$ cat src/rtl/assert_macros.svh
`ifndef ASSERT_MACROS_SVH
`define ASSERT_MACROS_SVH

// Checks that the consequent holds in the same cycle as the antecedent.
`define ASSERT_SAME(label, clk, rst, ante, cons) \
  label: assert property (@(posedge clk) disable iff (rst) (ante) |-> (cons)) \
    else $error("Same-cycle property failed.");

// Checks that the consequent holds in the cycle after the antecedent.
`define ASSERT_NEXT(label, clk, rst, ante, cons) \
  label: assert property (@(posedge clk) disable iff (rst) (ante) |=> (cons)) \
    else $error("Next-cycle property failed.");

`endif

$ cat src/rtl/rwr_pkg.sv
package rwr_pkg;

  localparam int MAX_WINDOW  = 16;
  localparam int MAX_PAYLOAD = 2047;
  localparam int SEQ_W       = 32;
  localparam int LEN_W       = 11;
  localparam int TAG_W       = 16;
  localparam int TOT_W       = 15;
  localparam int CFG_W       = 5;
  localparam int SLOT_W      = $clog2(MAX_WINDOW);
  localparam int WIN_W       = $clog2(MAX_WINDOW + 1);
  localparam int BIT_W       = $clog2(SEQ_W);

  typedef enum logic [2:0] {
    STS_DELIVERED    = 3'd0,
    STS_BUFFERED     = 3'd1,
    STS_BAD_CHECKSUM = 3'd2,
    STS_END          = 3'd3,
    STS_IGNORED      = 3'd4
  } status_e_t;

  typedef enum logic [2:0] {
    CLS_BAD,
    CLS_DROP,
    CLS_STORE,
    CLS_END,
    CLS_DATA
  } class_t;

  typedef enum logic [1:0] {
    ST_IDLE,
    ST_EVAL,
    ST_DRAIN,
    ST_REM
  } state_t;

  typedef struct packed {
    logic [SEQ_W-1:0] seq_num;
    logic             is_end;
    logic             checksum_ok;
    logic [LEN_W-1:0] payload_length;
    logic [TAG_W-1:0] payload_tag;
  } in_item_t;

  typedef struct packed {
    status_e_t        status;
    logic             deliver_valid;
    logic [LEN_W-1:0] deliver_length;
    logic [TAG_W-1:0] deliver_tag;
    logic             ack_valid;
    logic [SEQ_W-1:0] ack_num;
    logic [TOT_W-1:0] total_bytes;
    logic             last;
  } out_item_t;

  typedef struct packed {
    logic load;
    logic single;
    logic store;
    logic drain_init;
    logic drain_step;
    logic drain_final;
    logic cfg_write;
    logic rem_load;
  } ctrl_cmd_t;

  typedef struct packed {
    class_t cls;
    logic   drain_more;
    logic   rem_busy;
  } ctrl_sts_t;

  function automatic logic [WIN_W-1:0] eff_window(input logic [CFG_W-1:0] ws);
    logic [WIN_W-1:0] w;
    if (ws == '0) begin
      w = WIN_W'(1);
    end else if (32'(ws) > MAX_WINDOW) begin
      w = WIN_W'(MAX_WINDOW);
    end else begin
      w = WIN_W'(ws);
    end
    return w;
  endfunction

  function automatic logic [SLOT_W-1:0] wrap_inc(input logic [SLOT_W-1:0] x,
                                                 input logic [WIN_W-1:0] w);
    logic [WIN_W-1:0] s;
    s = WIN_W'(x) + WIN_W'(1);
    return (s >= w) ? '0 : s[SLOT_W-1:0];
  endfunction

  function automatic logic [TOT_W-1:0] add_sat(input logic [TOT_W-1:0] t,
                                               input logic [LEN_W-1:0] l);
    logic [TOT_W:0] s;
    s = (TOT_W+1)'(t) + (TOT_W+1)'(l);
    return s[TOT_W] ? {TOT_W{1'b1}} : s[TOT_W-1:0];
  endfunction

  function automatic logic [LEN_W-1:0] sat_len(input logic [LEN_W-1:0] l);
    return (32'(l) > MAX_PAYLOAD) ? LEN_W'(MAX_PAYLOAD) : l;
  endfunction

endpackage

$ cat src/rtl/rwr_rem.sv
module rwr_rem (
  input  logic                     clk,
  input  logic                     rst,
  input  logic                     start,
  input  logic [rwr_pkg::SEQ_W-1:0] dividend,
  input  logic [rwr_pkg::WIN_W-1:0] divisor,
  output logic                     busy,
  output logic [rwr_pkg::WIN_W-1:0] rem
);
  import rwr_pkg::*;

  logic [BIT_W-1:0] bit_idx;
  logic [WIN_W:0]   trial;
  logic [WIN_W-1:0] rem_next;

  always_comb begin
    trial = {rem, dividend[bit_idx]};
    if (trial >= (WIN_W+1)'(divisor)) begin
      trial = trial - (WIN_W+1)'(divisor);
    end
    rem_next = trial[WIN_W-1:0];
  end

  always_ff @(posedge clk) begin
    if (rst) begin
      busy <= 1'b0;
    end else if (start) begin
      busy <= 1'b1;
    end else if (busy && bit_idx == '0) begin
      busy <= 1'b0;
    end
  end

  always_ff @(posedge clk) begin
    if (start) begin
      rem     <= '0;
      bit_idx <= BIT_W'(SEQ_W - 1);
    end else if (busy) begin
      rem     <= rem_next;
      bit_idx <= bit_idx - BIT_W'(1);
    end
  end

endmodule

$ cat src/rtl/rwr_ctrl.sv
module rwr_ctrl (
  input  logic               clk,
  input  logic               rst,
  input  logic               start,
  input  logic               cfg_valid,
  output logic               busy,
  output logic               cfg_ready,
  output rwr_pkg::ctrl_cmd_t cmd,
  input  rwr_pkg::ctrl_sts_t sts
);
  import rwr_pkg::*;

  state_t state;
  state_t state_next;

  always_ff @(posedge clk) begin
    if (rst) begin
      state <= ST_IDLE;
    end else begin
      state <= state_next;
    end
  end

  always_comb begin
    state_next = state;
    cmd        = '0;
    busy       = (state != ST_IDLE);
    cfg_ready  = (state == ST_IDLE) && !start;
    case (state)
      ST_IDLE: begin
        if (start) begin
          cmd.load   = 1'b1;
          state_next = ST_EVAL;
        end else if (cfg_valid) begin
          cmd.cfg_write = 1'b1;
          state_next    = ST_REM;
        end
      end
      ST_EVAL: begin
        if (sts.cls == CLS_DATA) begin
          cmd.drain_init = 1'b1;
          state_next     = ST_DRAIN;
        end else begin
          cmd.single = 1'b1;
          cmd.store  = (sts.cls == CLS_STORE);
          state_next = ST_IDLE;
        end
      end
      ST_DRAIN: begin
        if (sts.drain_more) begin
          cmd.drain_step = 1'b1;
        end else begin
          cmd.drain_final = 1'b1;
          state_next      = ST_IDLE;
        end
      end
      ST_REM: begin
        if (!sts.rem_busy) begin
          cmd.rem_load = 1'b1;
          state_next   = ST_IDLE;
        end
      end
      default: begin
        state_next = ST_IDLE;
      end
    endcase
  end

endmodule

$ cat src/rtl/rwr_dp.sv
module rwr_dp (
  input  logic                      clk,
  input  logic                      rst,
  input  rwr_pkg::in_item_t         item,
  input  logic [rwr_pkg::CFG_W-1:0] cfg_data,
  input  rwr_pkg::ctrl_cmd_t        cmd,
  output rwr_pkg::ctrl_sts_t        sts,
  output logic                      result_valid,
  output rwr_pkg::out_item_t        result
);
  import rwr_pkg::*;

  `include "assert_macros.svh"

  logic [CFG_W-1:0]      window_cfg;
  logic [SEQ_W-1:0]      expected_seq;
  logic [SLOT_W-1:0]     exp_mod;
  in_item_t              pkt;
  logic [MAX_WINDOW-1:0] slot_valid;
  logic [LEN_W-1:0]      slot_length [MAX_WINDOW];
  logic [TAG_W-1:0]      slot_tag [MAX_WINDOW];
  logic [LEN_W-1:0]      rd_length;
  logic [TAG_W-1:0]      rd_tag;
  logic [SLOT_W-1:0]     idx;
  logic [SEQ_W-1:0]      next_seq;
  logic [WIN_W-1:0]      cnt;
  logic [LEN_W-1:0]      pend_length;
  logic [TAG_W-1:0]      pend_tag;
  logic [TOT_W-1:0]      total;

  logic [WIN_W-1:0]      w_eff;
  logic [SEQ_W-1:0]      diff;
  logic [WIN_W:0]        store_sum;
  logic [SLOT_W-1:0]     store_idx;
  logic [SLOT_W-1:0]     rd_addr;
  logic                  rem_busy;
  logic [WIN_W-1:0]      rem;
  class_t                cls;
  out_item_t             res_next;
  in_item_t              item_sat;

  assign w_eff = eff_window(window_cfg);
  assign diff  = pkt.seq_num - expected_seq;

  always_comb begin
    item_sat                = item;
    item_sat.payload_length = sat_len(item.payload_length);
  end

  always_comb begin
    store_sum = (WIN_W+1)'(exp_mod) + (WIN_W+1)'(diff[WIN_W-1:0]);
    if (store_sum >= (WIN_W+1)'(w_eff)) begin
      store_sum = store_sum - (WIN_W+1)'(w_eff);
    end
    store_idx = store_sum[SLOT_W-1:0];
  end

  always_comb begin
    if (!pkt.checksum_ok) begin
      cls = CLS_BAD;
    end else if (pkt.seq_num > expected_seq) begin
      cls = (diff >= SEQ_W'(w_eff)) ? CLS_DROP : CLS_STORE;
    end else if (pkt.seq_num < expected_seq) begin
      cls = CLS_DROP;
    end else if (pkt.is_end) begin
      cls = CLS_END;
    end else begin
      cls = CLS_DATA;
    end
  end

  assign sts.cls        = cls;
  assign sts.drain_more = (cnt < w_eff) && (next_seq != '0) && slot_valid[idx];
  assign sts.rem_busy   = rem_busy;

  assign rd_addr = cmd.drain_init ? wrap_inc(exp_mod, w_eff) : wrap_inc(idx, w_eff);

  rwr_rem u_rem (
    .clk      (clk),
    .rst      (rst),
    .start    (cmd.cfg_write),
    .dividend (expected_seq),
    .divisor  (w_eff),
    .busy     (rem_busy),
    .rem      (rem)
  );

  always_comb begin
    res_next = '0;
    res_next.last = 1'b1;
    if (cmd.drain_step || cmd.drain_final) begin
      res_next.status         = STS_DELIVERED;
      res_next.deliver_valid  = 1'b1;
      res_next.deliver_length = pend_length;
      res_next.deliver_tag    = pend_tag;
      res_next.total_bytes    = total;
      res_next.last           = cmd.drain_final;
      res_next.ack_valid      = cmd.drain_final;
      res_next.ack_num        = cmd.drain_final ? next_seq : '0;
    end else begin
      case (cls)
        CLS_BAD: begin
          res_next.status = STS_BAD_CHECKSUM;
        end
        CLS_STORE: begin
          res_next.status    = STS_BUFFERED;
          res_next.ack_valid = 1'b1;
          res_next.ack_num   = expected_seq;
        end
        CLS_END: begin
          res_next.status    = STS_END;
          res_next.ack_valid = 1'b1;
          res_next.ack_num   = pkt.seq_num;
        end
        default: begin
          res_next.status = STS_IGNORED;
        end
      endcase
    end
  end

  always_ff @(posedge clk) begin
    if (rst) begin
      window_cfg   <= CFG_W'(MAX_WINDOW);
      expected_seq <= '0;
      exp_mod      <= '0;
      slot_valid   <= '0;
      result_valid <= 1'b0;
    end else begin
      result_valid <= cmd.single || cmd.drain_step || cmd.drain_final;
      if (cmd.cfg_write) begin
        window_cfg <= cfg_data;
        slot_valid <= '0;
      end
      if (cmd.rem_load) begin
        exp_mod <= rem[SLOT_W-1:0];
      end
      if (cmd.store) begin
        slot_valid[store_idx] <= 1'b1;
      end
      if (cmd.drain_step) begin
        slot_valid[idx] <= 1'b0;
      end
      if (cmd.drain_final) begin
        expected_seq <= next_seq;
        exp_mod      <= (next_seq == '0) ? '0 : idx;
      end
    end
  end

  always_ff @(posedge clk) begin
    if (cmd.store) begin
      slot_length[store_idx] <= pkt.payload_length;
      slot_tag[store_idx]    <= pkt.payload_tag;
    end
    rd_length <= slot_length[rd_addr];
    rd_tag    <= slot_tag[rd_addr];
  end

  always_ff @(posedge clk) begin
    if (cmd.load) begin
      pkt <= item_sat;
    end
    if (cmd.single || cmd.drain_step || cmd.drain_final) begin
      result <= res_next;
    end
    if (cmd.drain_init) begin
      next_seq    <= expected_seq + SEQ_W'(1);
      idx         <= wrap_inc(exp_mod, w_eff);
      cnt         <= WIN_W'(1);
      pend_length <= pkt.payload_length;
      pend_tag    <= pkt.payload_tag;
      total       <= add_sat('0, pkt.payload_length);
    end else if (cmd.drain_step) begin
      next_seq    <= next_seq + SEQ_W'(1);
      idx         <= wrap_inc(idx, w_eff);
      cnt         <= cnt + WIN_W'(1);
      pend_length <= rd_length;
      pend_tag    <= rd_tag;
      total       <= add_sat(total, rd_length);
    end
  end

  `ASSERT_NEXT(a_more_follows, clk, rst, result_valid && !result.last, result_valid)
  `ASSERT_SAME(a_ack_on_last, clk, rst, result_valid && result.ack_valid, result.last)
  `ASSERT_SAME(a_store_in_window, clk, rst, cmd.store, store_sum < (WIN_W+1)'(w_eff))

endmodule

$ cat src/rtl/reorder_window_receiver_unit.sv
// A result that stands alone is strobed once start is accepted and the packet has been
// registered and classified in the evaluate state. A packet in order that releases k
// stored packets strobes k+1 results on consecutive cycles from the drain state; busy is
// high through evaluate and drain, so no packet is taken until the one-slot-a-cycle
// drain loop ends. A window write runs a bit-serial remainder pass, with busy high.
// Synchronous reset: window 16, expected number zero, all slots empty, no result.
module reorder_window_receiver_unit (
  input  logic                      clk,
  input  logic                      rst,
  input  logic                      start,
  output logic                      busy,
  input  rwr_pkg::in_item_t         item,
  input  logic                      cfg_valid,
  output logic                      cfg_ready,
  input  logic [rwr_pkg::CFG_W-1:0] cfg_data,
  output logic                      result_valid,
  output rwr_pkg::out_item_t        result
);
  import rwr_pkg::*;

  ctrl_cmd_t cmd;
  ctrl_sts_t sts;

  rwr_ctrl u_ctrl (
    .clk       (clk),
    .rst       (rst),
    .start     (start),
    .cfg_valid (cfg_valid),
    .busy      (busy),
    .cfg_ready (cfg_ready),
    .cmd       (cmd),
    .sts       (sts)
  );

  rwr_dp u_dp (
    .clk          (clk),
    .rst          (rst),
    .item         (item),
    .cfg_data     (cfg_data),
    .cmd          (cmd),
    .sts          (sts),
    .result_valid (result_valid),
    .result       (result)
  );

endmodule

$ cat config.mk
export PLATFORM = sky130hd
export DESIGN_NAME = reorder_window_receiver_unit
export DESIGN_NICKNAME = d
export VERILOG_FILES = /design/src/rtl/rwr_pkg.sv /design/src/rtl/rwr_rem.sv /design/src/rtl/rwr_ctrl.sv /design/src/rtl/rwr_dp.sv /design/src/rtl/reorder_window_receiver_unit.sv
export VERILOG_INCLUDE_DIRS = /design/src /design/src/rtl
export SDC_FILE = /design/constraint.sdc
export NUM_CORES = 1
export LEC_CHECK = 0
export BUFFER_PORTS_ARGS = -buffer_cell sky130_fd_sc_hd__buf_2
export CAP_MARGIN = 20
export CORE_MARGIN = 2
export CORE_UTILIZATION = 25
export DETAILED_ROUTE_END_ITERATION = 7
export SLEW_MARGIN = 10
export SYNTH_ARGS = -nofsm -noshare
export SYNTH_HDL_FRONTEND = slang
export SYNTH_SLANG_ARGS = --single-unit
$ cat constraint.sdc
create_clock -name clk -period 11.1 [get_ports clk]
set_input_delay 2.22 -clock clk [delete_from_list [all_inputs] [get_ports clk]]
set_output_delay 2.22 -clock clk [all_outputs]
set_load 0.02 [all_outputs]
# After elaboration in Yosys (flattened, before gate mapping)
# Memories as Yosys holds them, arrays and structs flattened. A register that Yosys moved wholly into a read port is not among the register bits.
# Cells that the tools add are included.
# Widths: inputs -> output; s select.
# word_totals
register_bits,295
ram_bits,432
input_bits,70
out_inout_bits,83
word_cells,156
n_memories,2
# mem_list
memory,depth,width,rd,rd_clocked_by_memory_dff,wr,line,rtl
u_dp.slot_tag,16,16,1,1,1,rwr_dp.sv:21,logic [TAG_W-1:0] slot_tag [MAX_WINDOW];
u_dp.slot_length,16,11,1,1,1,rwr_dp.sv:20,logic [LEN_W-1:0] slot_length [MAX_WINDOW];
# op_classes
n_addsub,11
magnitude_cmp,14
n_eq_ne,9
muxes,67
n_bitwise,3
n_reduce_logical,21
# op_table
cell,n
$mux 16,7
$mux 32,3
$pmux 33 s2,1
$add 32x1->32 const B,2
$mux 4,9
$mux 11,3
$mux 33,1
$ge 32x5->1,1
$gt 32x32->1,1
$logic_not 32->1,1
$lt 32x32->1,1
$reduce_bool 32->1,1
$sub 32x32->32,1
$mux 15,2
$mux 28,1
$mux 1,18
$add 15x11->16,1
$and 16x16->16,1
$mux 2,8
$not 16->16,1
$or 16x16->16,1
$mux 3,5
$mux 5,3
$ge 6x5->1,2
31 further kinds,50

# Longest topological paths before layout
# logic_depth
word_depth,14
depth_mapped,20
ltp_nobuf,18

# By module
# A second synthesis with hierarchy kept.
# hier_totals
cells_unflattened,2904
area_unflattened_um2,34272.9
# modules_own_cells
module,n_inst,cells_each,area_per_inst_um2,seq_area_each_um2
rwr_dp,1,2771,33054.2,21310.4
rwr_rem,1,108,1022.2,220.2
rwr_ctrl,1,25,196.4,40.0

# Worst setup path before layout
# Ideal clock, no wire load.
# synth_path
path_type,input -> register
startpoint,in start
endpoint,reg u_dp.pkt[0] (netlist name) (enable)
setup_time_ps,480
arrival_ps,4792
required_ps,10620
setup_slack_ps,5827
path_stages,2
n_path_buf,0
cell_sequence,inv_1 nor2_1
# synth_rtl
element,line,rtl
start: declaration,reorder_window_receiver_unit.sv:10,"input logic start,"
end signal: assignment,rwr_dp.sv:162,pkt <= item_sat;
end: declaration,rwr_dp.sv:18,in_item_t pkt;

# Worst setup path in the final report
# layout_path
startpoint,reg u_dp.expected_seq[0]
endpoint,mem u_dp.slot_tag[8][9] (enable)
# layout_via
elab_chain_len,10
word_cells_on_any_way,18
classes_between,add/sub: 3; order compare: 4; eq/ne: 2; mux: 9
# layout_rtl
element,line,rtl
start: declaration,rwr_dp.sv:16,logic [SEQ_W-1:0] expected_seq;
start signal: assignment,rwr_dp.sv:145,expected_seq <= next_seq;
$sub 32x32->32,rwr_dp.sv:43,assign diff = pkt.seq_num - expected_seq;
$ge 32x5->1,rwr_dp.sv:62,cls = (diff >= SEQ_W'(w_eff)) ? CLS_DROP : CLS_STORE;
$mux 2,rwr_dp.sv:62,
$mux 3,rwr_dp.sv:61,end else if (pkt.seq_num > expected_seq) begin
$mux 3,rwr_dp.sv:59,if (!pkt.checksum_ok) begin
$eq 3x2->1 / $eq 3x3->1 (equally long branches),"rwr_ctrl.sv:45, rwr_ctrl.sv:40",
$mux 2,rwr_ctrl.sv:40,if (sts.cls == CLS_DATA) begin
$mux 3,rwr_ctrl.sv:29,case (state)
$mux 1,rwr_dp.sv:152,if (cmd.store) begin
$mux 1 (implied by the code),rwr_dp.sv:154,slot_tag[store_idx] <= pkt.payload_tag;
end: declaration,rwr_dp.sv:21,
# Several ways; a longest one is shown, not always the timed one.

==> results.md <==
* Core footprint at 135000 um^2
* Worst path buffer plus inverter count at 5
* Most frequent cells in the layout: nand2_1, edfxtp_1, a21oi_1
* Max Cap Viol at 0
* Placed Cells at 4797
* Sink Count at 754
* Total GRT Usage at 14.00%
* Multi-input gate area at 11460 um^2
* Post-CTS sizing at 0
* Cell count after synthesis at 2964
* VDD IR-drop max at 125.7 uV
* CP cell instances: ha_1 -> inv_1 -> fa_1 -> inv_1 -> fa_1 -> xnor2_1 -> ha_1 -> a21boi_0 -> o21ai_0 -> nand2b_1 -> a221oi_1 -> buf_4 -> mux2i_1 -> nand2_1 -> nor4_1 -> nand4_1 -> inv_1 -> buf_4
* #FFs+latches synth at 754
* Most used DFF post-synth: edfxtp_1
* Largest net degree at the start of global routing at 161
* Clk_skew at 0.05637 ns
* Total Wirelength at 98680 um
* Yosys Warn Count at 0
* GRT overflow at 0
* Avg Vias per Cell at 4.808
* Crit-path slowest cell: nor4_1
* Startpoint class of the critical path: flip-flop
* Clock-pin slew on the worst setup and hold paths at 0.06 ns
* Clk buf depth at 3
* Finished Layout Cells at 4945
* Setup_tns at 0 ns
* Share of synthesized registers carrying an async set or reset at 0%
* Worst skew pair latency at 0.68 ns
* Leading area contributor after synthesis: edfxtp_1
* First-pass GRT wire length at 146000 um
* Num rows at 135
* Area growth syn-to-layout at 15.96%
* TritonCTS clock tree: done
* Tcrit/Tclk final at 49.81%
* Root Buffer: clkbuf_16
* CP Capture Type: flip-flop
* Clock power frac at 40.7%
* Flop pwr share at 51.2%
* Required time worst endpoint at 11.40 ns
* Crit Path Category: reg2reg
* Power density over cell area at 161.0 nW/um^2
* Design Power at 0.006332 W
* TritonRoute pass-1 iters at 7
* Cts hold-fix bufs at 0
* Gp weighted congestion at 0.9164
* Minimum clock period at 5.529 ns
* Fraction of layout cells with a size suffix above 1 at 11.83%
* Fillers at 13698
* Post-synthesis cell area at 33910 um^2
* Crit Path Max Fanout at 27
* # port buffers at 152
* Final setup margin at 5.571 ns
* Final hold violation count at 0
* Post-synth EDFFs at 647
* Die Y-Extent at 372.3 um
* DRT iter0 DRCs at 2575
* Status: finished, final reports clean
* Max frequency at 180.9 MHz
* FF+latch area at 21570 um^2
* Syn nets at 3123
* Setup Buffers After CTS at 0
* Slew @ Worst Pin at 1.108 ns
* Hold Crit Class: reg2reg
* Seq/Total Area, Yosys at 63.62%
* Combinational share of power at 8.2%
* Layout Nets at 3255
* Die width at 372.3 um
* Most common cell after layout, fill and taps aside: nand2_1
* Top cell type's share of synthesized area at 57.30%
* Synth Area per Inst at 11.44 um^2
* Vias at 23775
* CP peak stage delay at 0.62 ns
* Switching pwr at 0.001577 W
* WL/cell at 19.96 um
* CP delay by family, top: adder cells
* Pins Over Slew Limit at 0
* Netlist cell types at 80
* Worst rel slew slack at 25.59%
* Detail Placement HPWL at 63050 um
* Drt drc at 0
* Switching Fraction at 24.91%
* Unrepaired setup endpoints after global routing: false
* WP data arrival at 5.83 ns
* Hold Slack at 0.4601 ns
* Area contributors post-synth: edfxtp_1, nand2_1, dfxtp_1, a21oi_1, ha_1
* DP Worst Slack at 5.687 ns
* H-tree depth at 3
* Num CTS Buffers at 78
* Leak at 13.99 nW
* Most frequent cell on the critical path: inv_1
* Die area at 138600 um^2
* Initial antenna violation count at 20
* Routed Antenna Nets at 0
* Io pins at 153
* Initial Util at 25.12%
* Pint at 0.004755 W
* Final setup viols at 0
* Vias in the first global route at 22619
synth_stat cells, types with 15 or more instances:
library cell  count
buf_2            17
xnor2_1          55
nor2_1          109
a21o_1           21
nand2_1         683
nor3_1           26
mux2i_1          61
dfxtp_1         107
and3_1           17
o21ai_1          20
inv_1            98
a31oi_1          33
mux4_2           15
and2_1           49
nand3_1         120
edfxtp_1        647
nor4_1           18
xor2_1           31
o21ai_0          62
ha_1             84
a21oi_1         280
nand4_1          45
clkbuf_1        121
o22ai_1          20
a21boi_0         36
sequential cells by signal, summed over array words and instances, names as in the netlist, 15 cells and up:
| signal | flops |
|---|---|
| u_dp.expected_seq | 32 |
| u_dp.next_seq | 32 |
| u_dp.pend_tag | 16 |
| u_dp.pkt | 61 |
| u_dp.rd_tag | 16 |
| u_dp.result | 80 |
| u_dp.slot_length | 176 |
| u_dp.slot_tag | 256 |
| u_dp.slot_valid | 16 |
| u_dp.total | 15 |
kinds of logic (layout without fill, tap and decap cells):
family	after synthesis	in the layout	share of synthesized area, %
flops	754	754	63.62
mux	81	81	2.963
other cells	0	2	0
compound gates	587	587	10.50
fa+ha+maj	89	89	3.395
buf+inv	248	446	2.834
simple gates	1119	1119	14.47
xor+xnor	86	86	2.221
worst min-delay path, stage by stage, from the launching register on:
cell and delay (ns):
dfxtp_1 0.31, nand2_1 0.05, a21oi_1 0.06
through the flow:
stage	utilization (%)	area, um^2
final	29.13	39320
after global routing	29.13	39310
after CTS	29.13	39310
after detailed placement	27.25	36780
after global placement	27.24	36760
after floorplan	-	33910
per-layer routing:
| metal | part of all wire, % | routed length (um) | global-route usage, % | vias up |
|---|---|---|---|---|
| li1 | - | - | - | 11000 |
| met1 | 44 | 43830 | 19.53 | 11606 |
| met2 | 46 | 45050 | 22.32 | 1000 |
| met3 | 7.8 | 7689 | 2.683 | 167 |
| met4 | 2.1 | 2099 | 3.272 | 2 |
| met5 | 0.013 | 13 | 0 | - |
power groups by stage:
| stage | clock network (W) | logic, W | registers [W] |
|---|---|---|---|
| 2_1_floorplan | 0 | 0.000337 | 0.00328 |
| 3_3_place_gp | 0 | 0.000508 | 0.00330 |
| 3_5_place_dp | 0 | 0.000513 | 0.00330 |
| 4_1_cts | 0.00264 | 0.000517 | 0.00324 |
| 5_1_grt | 0.00275 | 0.000571 | 0.00325 |
| 6_report | 0.00258 | 0.000517 | 0.00324 |
worst paths after layout:
path | start | endpoint | slack, ns | cells past startpoint
max | u_dp.expected_seq[0] | u_dp.slot_tag[8][9] | 5.57 | 18
max reg2reg | u_dp.expected_seq[0] | u_dp.slot_tag[8][9] | 5.57 | 18
min | u_dp.slot_valid[14] | u_dp.slot_valid[14] | 0.46 | 2
min reg2reg | u_dp.slot_valid[14] | u_dp.slot_valid[14] | 0.46 | 2
final cells by class:
class	count	share of cell area, %
tap	1781	5.668
clock buffer	113	5.661
timing repair buffer	200	2.893
sequential	754	54.86
multi-input combinational	1962	29.15
antenna	2	0.01273
inverter	100	0.9610
clock inverter	33	0.7892
Power figures use the tool's default switching activity.
